**src/hw/rtl/bcd_pkg.sv**
```systemverilog
// shared types, codes and helpers for the button chord and hold decoder
package bcd_pkg;

  localparam int unsigned CntW   = 16;
  localparam int unsigned ThrW   = 8;
  localparam int unsigned BtnW   = 3;
  localparam int unsigned PulseW = 8;
  localparam int unsigned EvW    = 3;
  localparam int unsigned InDataW  = 16;
  localparam int unsigned OutDataW = 16;
  localparam int unsigned CfgAddrW = 2;

  localparam logic [CntW-1:0] CntMax = {CntW{1'b1}};

  typedef enum logic [EvW-1:0] {
    EV_NONE      = 3'd0,
    EV_SET       = 3'd1,
    EV_STARTSTOP = 3'd2,
    EV_MODE      = 3'd3,
    EV_TIRE      = 3'd4,
    EV_RESET     = 3'd5,
    EV_TRIP      = 3'd6
  } bcd_event_t;

  typedef enum logic [CfgAddrW-1:0] {
    REG_SHORT_HOLD = 2'd0,
    REG_LONG_HOLD  = 2'd1,
    REG_REPEAT     = 2'd2
  } bcd_reg_t;

  typedef struct packed {
    logic [ThrW-1:0] short_hold_ticks;
    logic [ThrW-1:0] long_hold_ticks;
    logic [ThrW-1:0] repeat_ticks;
  } bcd_cfg_t;

  typedef struct packed {
    logic [BtnW-1:0]   previous_buttons;
    logic [PulseW-1:0] last_pulses;
    logic [CntW-1:0]   hold_count;
    logic [CntW-1:0]   repeat_count;
    logic              chord_reset_pending;
    logic              chord_trip_pending;
    logic              mode_fired;
  } bcd_state_t;

  typedef struct packed {
    logic              wheel_event;
    logic [PulseW-1:0] rotations;
    bcd_event_t        button_event;
  } bcd_result_t;

  // saturating increment of a hold or repeat counter
  function automatic logic [CntW-1:0] sat_inc(input logic [CntW-1:0] v);
    return (v == CntMax) ? CntMax : v + 1'b1;
  endfunction

endpackage

```
**src/hw/rtl/bcd_cfg.sv**
```systemverilog
// threshold registers written through the plain configuration port
module bcd_cfg
  import bcd_pkg::*;
(
  input  logic                clk,
  input  logic                rst,
  input  logic                cfg_we,
  input  logic [CfgAddrW-1:0] cfg_addr,
  input  logic [ThrW-1:0]     cfg_data,
  output bcd_cfg_t            cfg
);

  always_ff @(posedge clk) begin
    if (rst) begin
      cfg.short_hold_ticks <= ThrW'(1);
      cfg.long_hold_ticks  <= ThrW'(10);
      cfg.repeat_ticks     <= ThrW'(5);
    end else if (cfg_we) begin
      unique case (cfg_addr)
        REG_SHORT_HOLD: cfg.short_hold_ticks <= cfg_data;
        REG_LONG_HOLD:  cfg.long_hold_ticks  <= cfg_data;
        REG_REPEAT:     cfg.repeat_ticks     <= cfg_data;
        default: ;
      endcase
    end
  end

endmodule

```
**src/hw/rtl/bcd_decode.sv**
```systemverilog
// per-tick decode: next state and result from current state and one tick
module bcd_decode
  import bcd_pkg::*;
(
  input  bcd_cfg_t           cfg,
  input  bcd_state_t         st,
  input  logic [BtnW-1:0]    buttons,
  input  logic [PulseW-1:0]  pulse_count,
  output bcd_state_t         st_next,
  output bcd_result_t        res
);

  logic [CntW-1:0] short_thr;
  logic [CntW-1:0] long_thr;
  logic [CntW-1:0] rep_thr;
  logic [CntW-1:0] hc_chord;
  logic [CntW-1:0] rc_inc;
  logic            b1, b2, b3, p1, p2, p3, prev_sel;
  bcd_event_t      ev;

  assign short_thr = CntW'(cfg.short_hold_ticks);
  assign long_thr  = CntW'(cfg.long_hold_ticks);
  assign rep_thr   = CntW'(cfg.repeat_ticks);

  assign b1 = buttons[0];
  assign b2 = buttons[1];
  assign b3 = buttons[2];
  assign p1 = st.previous_buttons[0];
  assign p2 = st.previous_buttons[1];
  assign p3 = st.previous_buttons[2];
  assign prev_sel = b1 ? p1 : p2;
  assign rc_inc   = sat_inc(st.repeat_count);

  always_comb begin
    st_next = st;
    ev      = EV_NONE;
    st_next.previous_buttons = buttons;
    st_next.last_pulses      = pulse_count;
    hc_chord = '0;

    if (b1 && b2 && b3) begin
      // three-button reset chord
      hc_chord = st.chord_reset_pending ? sat_inc(st.hold_count) : CntW'(1);
      st_next.chord_reset_pending = 1'b1;
      if (hc_chord >= long_thr) begin
        ev = EV_RESET;
        st_next.hold_count = '0;
      end else begin
        st_next.hold_count = hc_chord;
      end
    end else if (b2 && b3) begin
      // start-stop plus mode trip reset chord
      hc_chord = st.chord_trip_pending ? sat_inc(st.hold_count) : CntW'(1);
      st_next.chord_trip_pending = 1'b1;
      if (hc_chord >= long_thr) begin
        ev = EV_TRIP;
        st_next.hold_count = '0;
      end else begin
        st_next.hold_count = hc_chord;
      end
    end else if (b1 || b2) begin
      if (!prev_sel) begin
        st_next.hold_count = CntW'(1);
      end else begin
        if (st.hold_count >= short_thr) ev = b1 ? EV_SET : EV_STARTSTOP;
        st_next.hold_count = sat_inc(st.hold_count);
      end
    end else if (b3) begin
      if (!p3) begin
        st_next.hold_count = CntW'(1);
      end else begin
        if (st.hold_count >= long_thr) begin
          // long mode hold: step tire size every repeat interval
          if (rc_inc >= rep_thr) begin
            ev = EV_TIRE;
            st_next.repeat_count = '0;
          end else begin
            st_next.repeat_count = rc_inc;
          end
        end else if (st.hold_count >= short_thr && !st.mode_fired) begin
          ev = EV_MODE;
          st_next.mode_fired = 1'b1;
        end
        st_next.hold_count = sat_inc(st.hold_count);
      end
    end else begin
      // all released: quick press if short enough
      if (st.hold_count <= short_thr) begin
        if (p1)      ev = EV_SET;
        else if (p2) ev = EV_STARTSTOP;
        else if (p3) ev = EV_MODE;
      end
      st_next.chord_reset_pending = 1'b0;
      st_next.chord_trip_pending  = 1'b0;
      st_next.hold_count          = '0;
      st_next.repeat_count        = '0;
      st_next.mode_fired          = 1'b0;
    end
  end

  assign res.wheel_event  = (pulse_count != st.last_pulses);
  assign res.rotations    = pulse_count;
  assign res.button_event = ev;

endmodule

```
**src/hw/rtl/button_chord_hold_decoder.sv**
```systemverilog
// top level: input register, per-tick decode with state, result register
// a tick passes through the input register, then the result register
// throughput: one tick per cycle while the master side is ready; the state update is a
//   single short pass through the decode logic, so back-to-back ticks need no extra stall
// reset (rst, synchronous): clears both stages, all decode state and loads
//   thresholds short 1, long 10, repeat 5
module button_chord_hold_decoder
  import bcd_pkg::*;
(
  input  logic                clk,
  input  logic                rst,
  // slave side: tick input
  input  logic                s_tvalid,
  output logic                s_tready,
  input  logic [InDataW-1:0]  s_tdata,   // [2:0] buttons, [10:3] pulse_count, rest zero
  // master side: one result per tick
  output logic                m_tvalid,
  input  logic                m_tready,
  output logic [OutDataW-1:0] m_tdata,   // [0] wheel_event, [8:1] rotations,
                                         // [11:9] button_event, rest zero
  // configuration write port
  input  logic                cfg_we,
  input  logic [CfgAddrW-1:0] cfg_addr,
  input  logic [ThrW-1:0]     cfg_data
);

  bcd_cfg_t          cfg;
  bcd_state_t        st;
  bcd_state_t        st_next;
  bcd_result_t       res;
  bcd_result_t       out_res;
  logic              in_valid;
  logic [BtnW-1:0]   in_buttons;
  logic [PulseW-1:0] in_pulses;
  logic              out_free;
  logic              adv;

  bcd_cfg u_cfg (
    .clk      (clk),
    .rst      (rst),
    .cfg_we   (cfg_we),
    .cfg_addr (cfg_addr),
    .cfg_data (cfg_data),
    .cfg      (cfg)
  );

  bcd_decode u_decode (
    .cfg         (cfg),
    .st          (st),
    .buttons     (in_buttons),
    .pulse_count (in_pulses),
    .st_next     (st_next),
    .res         (res)
  );

  // result register is free when empty or being taken this cycle
  assign out_free = !m_tvalid || m_tready;
  // a registered tick is decoded and its state committed as it moves on
  assign adv      = in_valid && out_free;
  assign s_tready = !in_valid || out_free;

  // control and decode state
  always_ff @(posedge clk) begin
    if (rst) begin
      in_valid <= 1'b0;
      m_tvalid <= 1'b0;
      st       <= '0;
    end else begin
      if (s_tready) in_valid <= s_tvalid;
      if (adv) begin
        m_tvalid <= 1'b1;
        st       <= st_next;
      end else if (m_tready) begin
        m_tvalid <= 1'b0;
      end
    end
  end

  // payload registers
  always_ff @(posedge clk) begin
    if (s_tvalid && s_tready) begin
      in_buttons <= s_tdata[BtnW-1:0];
      in_pulses  <= s_tdata[BtnW+PulseW-1:BtnW];
    end
    if (adv) out_res <= res;
  end

  assign m_tdata = {4'b0000, out_res.button_event, out_res.rotations, out_res.wheel_event};

  // a decoded transaction always lands in the result register
  a_adv_fills_out: assert property (@(posedge clk) disable iff (rst)
    adv |=> m_tvalid)
    else $error("decoded transaction did not reach result register");

  // releasing every button always clears the hold counter and the mode flag
  a_release_clears: assert property (@(posedge clk) disable iff (rst)
    (adv && in_buttons == '0) |=> (st.hold_count == '0 && !st.mode_fired))
    else $error("hold counter not cleared on release");

  // unused event code never appears
  a_event_code: assert property (@(posedge clk) disable iff (rst)
    m_tvalid |-> (m_tdata[11:9] != 3'd7))
    else $error("invalid button event code");

  // mode press flag only rises while mode alone is held
  a_mode_flag: assert property (@(posedge clk) disable iff (rst)
    $rose(st.mode_fired) |-> $past(in_buttons == 3'b100))
    else $error("mode flag set without mode held");

endmodule

```
**config.mk**
```make
export PLATFORM = sky130hd
export DESIGN_NAME = button_chord_hold_decoder
export DESIGN_NICKNAME = d
export VERILOG_FILES = /design/src/hw/rtl/bcd_pkg.sv /design/src/hw/rtl/bcd_cfg.sv /design/src/hw/rtl/bcd_decode.sv /design/src/hw/rtl/button_chord_hold_decoder.sv
export SDC_FILE = /design/constraint.sdc
export NUM_CORES = 1
export LEC_CHECK = 0
export BUFFER_PORTS_ARGS = -buffer_cell sky130_fd_sc_hd__buf_2
export CELL_PAD_IN_SITES_DETAIL_PLACEMENT = 0
export CELL_PAD_IN_SITES_GLOBAL_PLACEMENT = 1
export CORE_ASPECT_RATIO = 1.75
export CORE_MARGIN = 2
export CORE_UTILIZATION = 51
export CTS_CLUSTER_SIZE = 16
export DETAILED_ROUTE_END_ITERATION = 6
export PLACE_DENSITY = 0.95
export SYNTH_ARGS = -nofsm -noshare
export SYNTH_HDL_FRONTEND = slang
export SYNTH_HIERARCHICAL = 1
export SYNTH_SLANG_ARGS = --single-unit
```
**constraint.sdc**
```tcl
create_clock -name clk -period 6.17 [get_ports clk]
set_input_delay 1.234 -clock clk [delete_from_list [all_inputs] [get_ports clk]]
set_output_delay 1.234 -clock clk [all_outputs]
set_load 0.02 [all_outputs]
```
## After elaboration in Yosys (flattened, before gate mapping)

Index checks and enable logic that the tools add are counted.
Widths: inputs -> output; s select.

- Shifts and indexed selects: 0
- $lt $le $gt $ge: 6
- Bitwise gates (word level): 3
- Reduce and logical (&&, ||, !) cells: 21
- Multiplexer cells: 44
- Add/sub/neg operators: 2
- Equal/unequal tests: 14
- Div/mod/pow operators: 0
- $mul: 0

Operators with widths:

| operator | number |
|---|---|
| $mux 16 | 14 |
| $ge 16x8->1 | 5 |
| $mux 3 | 14 |
| $add 16x1->16 const B | 2 |
| $eq 16x16->1 const B | 2 |
| $mux 32 | 1 |
| $le 16x8->1 | 1 |
| $ne 2x1->1 const B | 7 |
| $mux 1 | 10 |
| $mux 2 | 5 |
| $ne 8x8->1 | 1 |
| $reduce_and 4->1 | 2 |
| $reduce_and 7->1 | 1 |
| $logic_and 1x1->1 | 6 |
| $reduce_and 2->1 | 3 |
| $reduce_and 6->1 | 1 |
| $ne 2x2->1 const B | 2 |
| $logic_not 1->1 | 3 |
| $logic_or 1x1->1 | 3 |
| $not 1->1 | 3 |
| $eq 2x1->1 const B | 1 |
| $eq 2x2->1 const B | 1 |
| $logic_not 2->1 | 1 |
| $reduce_bool 2->1 | 1 |

- Bits in read-only memories: 0
- Bits of input ports: 31
- Word-level logic and storage cells: 107
- Memories: 0
- Memory bits (writable): 0
- Bits in latches: 0
- Output and inout bits: 18
- Register bits: 95

## Longest topological paths before layout

- Depth after elaboration: 10
- Depth in mapped cells: 16
- Gate-level depth less buffers: 15

## Cells and area by module

The synthesis kept the hierarchy.

Modules (own cells, without submodules):

| module | area each (sq um) | cells an instance | instances |
|---|---|---|---|
| button_chord_hold_decoder | 2900.3 | 237 | 1 |
| bcd_decode | 2688.8 | 398 | 1 |
| bcd_cfg | 993.5 | 95 | 1 |

## Least setup slack after synthesis

No wires, ideal clock.

- Path kind: flip-flop to flip-flop
- Start point: reg, netlist name st[19]
- End point: reg, netlist name st[21]
- Library setup time: 0.072 ns
- Data arrival time: 3.887 ns
- Cell stages (with the launch flop): 16
- Path slack: 2.212 ns
- Path through: dfxtp_1 > ha_1 > nand4_1 > or4_1 > clkbuf_1 > clkbuf_1 > a21oi_1 > ha_1 > a21o_1 > a2111oi_0 > o21ai_0 > a221oi_1 > a31oi_1 > a21oi_1 > nand2b_1 > mux2i_1

==> metrics.md <==
| Metric | Value |
|---|---|
| Status | completed |
| Htree depth | 3 |
| DR iter-0 viols | around 280 |
| Crit end category | flip-flop |
| Initial antenna violation count | 0 |
| Share of cells above drive strength 1 | a little under a tenth |
| Worst path arrival time | 5.29 ns |
| Post-CTS setup buffers | 0 |
| Met2 WL | 7450 um |
| Worst hold slack | 0.478 ns |
| Sequential power share | approximately half |
| Largest stage delay, worst path | around 0.82 ns |
| Int Pwr | 0.00104 W |
| Synthesized-area fraction occupied by adder cells | under 10% |
| Worst-path fanout max | 11 |
| Vias in the first global route | 5106 |
| Vias | 5135 |
| Top FF cell, synth | dfxtp_1 |
| Slowest-stage cell, CP | or4_1 |
| Core Box Area | 0.0126 mm2 |
| Die area | about 0.014 mm2 |
| Drt pass-1 iters | 5 |
| Fill cells | 1164 |
| FP Rows | 54 |
| Setup Skew | just under 0.007 ns |
| Max_cap viols | 0 |
| Resize count post-CTS | 0 |
| Routed len/inst | 15.8 um |
| Pwr per Cell Area | 197 mW/mm2 |
| Post-synthesis cell count | 730 |
| I/O Buffers | 39 |
| Part of the power in the clock network | 40.7% |
| Switch Pwr | 0.000328 W |
| Synth Area in Simple Gates | 26.9% |
| Crit path time final | 5.02 ns |
| Hpwl dp | 10400 um |
| Worst EP required | 6.44 ns |
| Area Growth Syn to Fin | 5.46% |
| Final Util | 55.2% |
| Die Ht | 154 um |
| Total Neg Setup Slack | 0 ns |
| WL final | between 10000 and 15000 um |
| Ports | 49 |
| Sw Ratio | 24.0% |
| Largest net degree at the start of global routing | about 130 |
| Fmax achieved | ~200 MHz |
| Max IR drop VDD | approximately 0.00013 V |
| Worst-Margin Slew | 1.18 ns |
| Total GRT Usage | 20.8% |
| Total congestion overflow | 0 |
| Share of the yosys chip area belonging to registers | 32.4% |
| Crit start category | flip-flop |
| Slew margin rel. | 21.2% |
| Commonest non-fill, non-tap cells in the layout | nand2b_1 (127), mux2i_1 (73), dfxtp_1 (72) |
| Placer congestion estimate | 0.933 |
| Cell Chain, Critical Path | ha_1 > nand4_1 > or4_1 > buf_4 > a21oi_1 > ha_1 > a21o_1 > a2111oi_0 > o21ai_0 > a221oi_1 > a31oi_1 > a21oi_1 > nand2b_1 > mux2i_1 |
| Post-synthesis mux area share | around 11% |
| Drt drc | 0 |
| Number of flops mapped to enable cells by yosys | 23 |
| Largest family of logic cells by synthesized area | simple AND/OR/NAND/NOR gates |
| Unique masters post-synth | 63 |
| Global-route wire length before repair | 23700 um |
| Max-slew violations | 0 |
| Worst Hold Class | flip-flop to flip-flop |
| Clk slew on worst S/H paths | 0.07 ns |
| Initial Utilization | a little over half |
| Compound-Gate Fraction of Synth Area | 10.1% |
| Final hold vios | 0 |
| Commonest non-fill, non-tap cell in the layout | nand2b_1 |
| Unrepaired setup endpoints after global routing | no |
| TritonCTS clock tree | built |
| Synthesized flop and latch total | between 90 and 100 |
| Hold Buf Count CTS | 0 |
| Number of sinks on the clock net | 95 |
| Final ANT Viol Nets | 0 |
| Ys Warns | 6 |
| Clk Latency, worst-skew pair | 0.34 ns |
| Ant diodes | 0 |
| Met3 WL | between 500 and 600 um |
| CTS Buf Count | 9 |
| Syn_area_per_cell | 9.02 um2 |
| Combinational power share | around 9.9% |
| Final worst path period share | 81.4% |
| Die Span X | 89.9 um |
| Final Power | 0.00137 W |
| Fraction of registers with async set or reset after synthesis | 0% |
| Clock Tree Buf Depth | 2 |
| Register area | 0.00213 mm2 |
| CP Class | flip-flop to flip-flop |
| Post-Synth XOR/XNOR Area | under 10% |
| Mapped Area | 0.00658 mm2 |
| WL met1 | 5630 um |
| Clock Root Buffer | clkbuf_16 |
| Vias/cell | ~5.7 |
| Multi-input gate area | 0.00395 mm2 |
| Leakage power | 2.73 nW |
| Final #Nets | 802 |
| Endpoints failing setup | 0 |
| Highest routed metal layer | met4 |
==> cell usage after synthesis, drive strengths merged (2+ instances only) <==
library cell	count	area (um2)
nand2b	127	795
and4	5	45.0
or2	2	12.5
and2	10	62.6
a211o	3	26.3
and3	6	37.5
xor2	17	149
mux2i	73	731
clkbuf	21	78.8
nand3	19	95.1
xnor2	10	87.6
a22o	8	71.3
nor2b	12	90.1
inv	32	120
a22oi	2	15.0
o31ai	4	30.0
a221oi	2	17.5
a21oi	27	135
nor4	9	62.6
nor3	13	76.3
a2111oi	3	26.3
o2111ai	3	26.3
buf	36	307
or4	6	48.8
o21a	4	30.0
nand4	13	93.8
ha	42	526
nand3b	2	15.0
edfxtp	23	691
dfxtp	72	1440
nand2	28	105
o21ai	10	50.0
a31oi	5	31.3
nor2	44	165
o22ai	2	12.5
and3b	2	17.5
a21boi	6	45.0
a21o	12	90.1
nor4b	2	17.5
==> path summary, 6_finish.rpt <==
check,end,depth (start not counted),slack [ns],start
worst min register to register,u_cfg/cfg[15]$_SDFFE_PP0P_,2,0.48,u_cfg/cfg[15]$_SDFFE_PP0P_
worst max register to register,st[21]$_SDFFE_PP0P_,14,1.15,st[19]$_SDFFE_PP0P_
worst max-delay path,st[21]$_SDFFE_PP0P_,14,1.15,st[19]$_SDFFE_PP0P_
worst min-delay path,u_cfg/cfg[15]$_SDFFE_PP0P_,2,0.48,u_cfg/cfg[15]$_SDFFE_PP0P_
==> through the flow <==
step,cells,instance area [um2],worst slack [ns]
2_1_floorplan,733,6590,2.21
3_3_place_gp,886,6640,1.42
3_5_place_dp,886,6640,1.34
4_1_cts,902,6940,1.31
5_1_grt,902,6940,0.922
6_report,902,6940,1.15
==> layout make-up <==
| cell class | instances | area share (%) |
|---|---|---|
| clock inverter | 3 | 0.342 |
| sequential | 95 | 30.7 |
| multi-input combinational | 548 | 56.9 |
| clock buffer | 13 | 4.06 |
| inverter | 33 | 1.78 |
| timing repair buffer | 42 | 3.14 |
| tap | 168 | 3.03 |
==> metal layers <==
layer  vias to the layer above  track usage (%)
met4                         0             10.7
li1                       2524                -
met1                      2431             22.3
met2                       144             38.7
met3                        36             3.70
met5                         -                0
==> logic make-up after synthesis <==
| group | count (synthesis) |
|---|---|
| simple gates | 304 |
| compound gates | 97 |
| flops | 95 |
| buf+inv | 90 |
| mux | 74 |
| fa+ha+maj | 42 |
| xor+xnor | 27 |
| other cells | 1 |
==> registers in the layout, indices dropped and copies added, names as in the netlist <==
name / cells
in_valid: 1
in_pulses: 8
st: 46
m_tvalid: 1
in_buttons: 3
u_cfg/cfg: 24
m_tdata: 12
==> power by group through the flow <==
stage,combinational (W),sequential [W],clock [W]
after detailed placement,0.000135,0.000688,0
after floorplan,0.000116,0.000686,0
after CTS,0.000136,0.000675,0.000568
after global routing,0.000149,0.000677,0.000593
after global placement,0.000131,0.000687,0
final,0.000135,0.000674,0.000556
==> worst max-delay path: cells and delay by family, from the launching register on <==
kind	cells	cell delay, ns
compound gates	7	2.30
fa+ha+maj	2	0.57
buf+inv	1	0.27
flops	1	0.52
mux	1	0.13
simple gates	3	1.15
No activity file was read; power rests on OpenSTA's default activity.
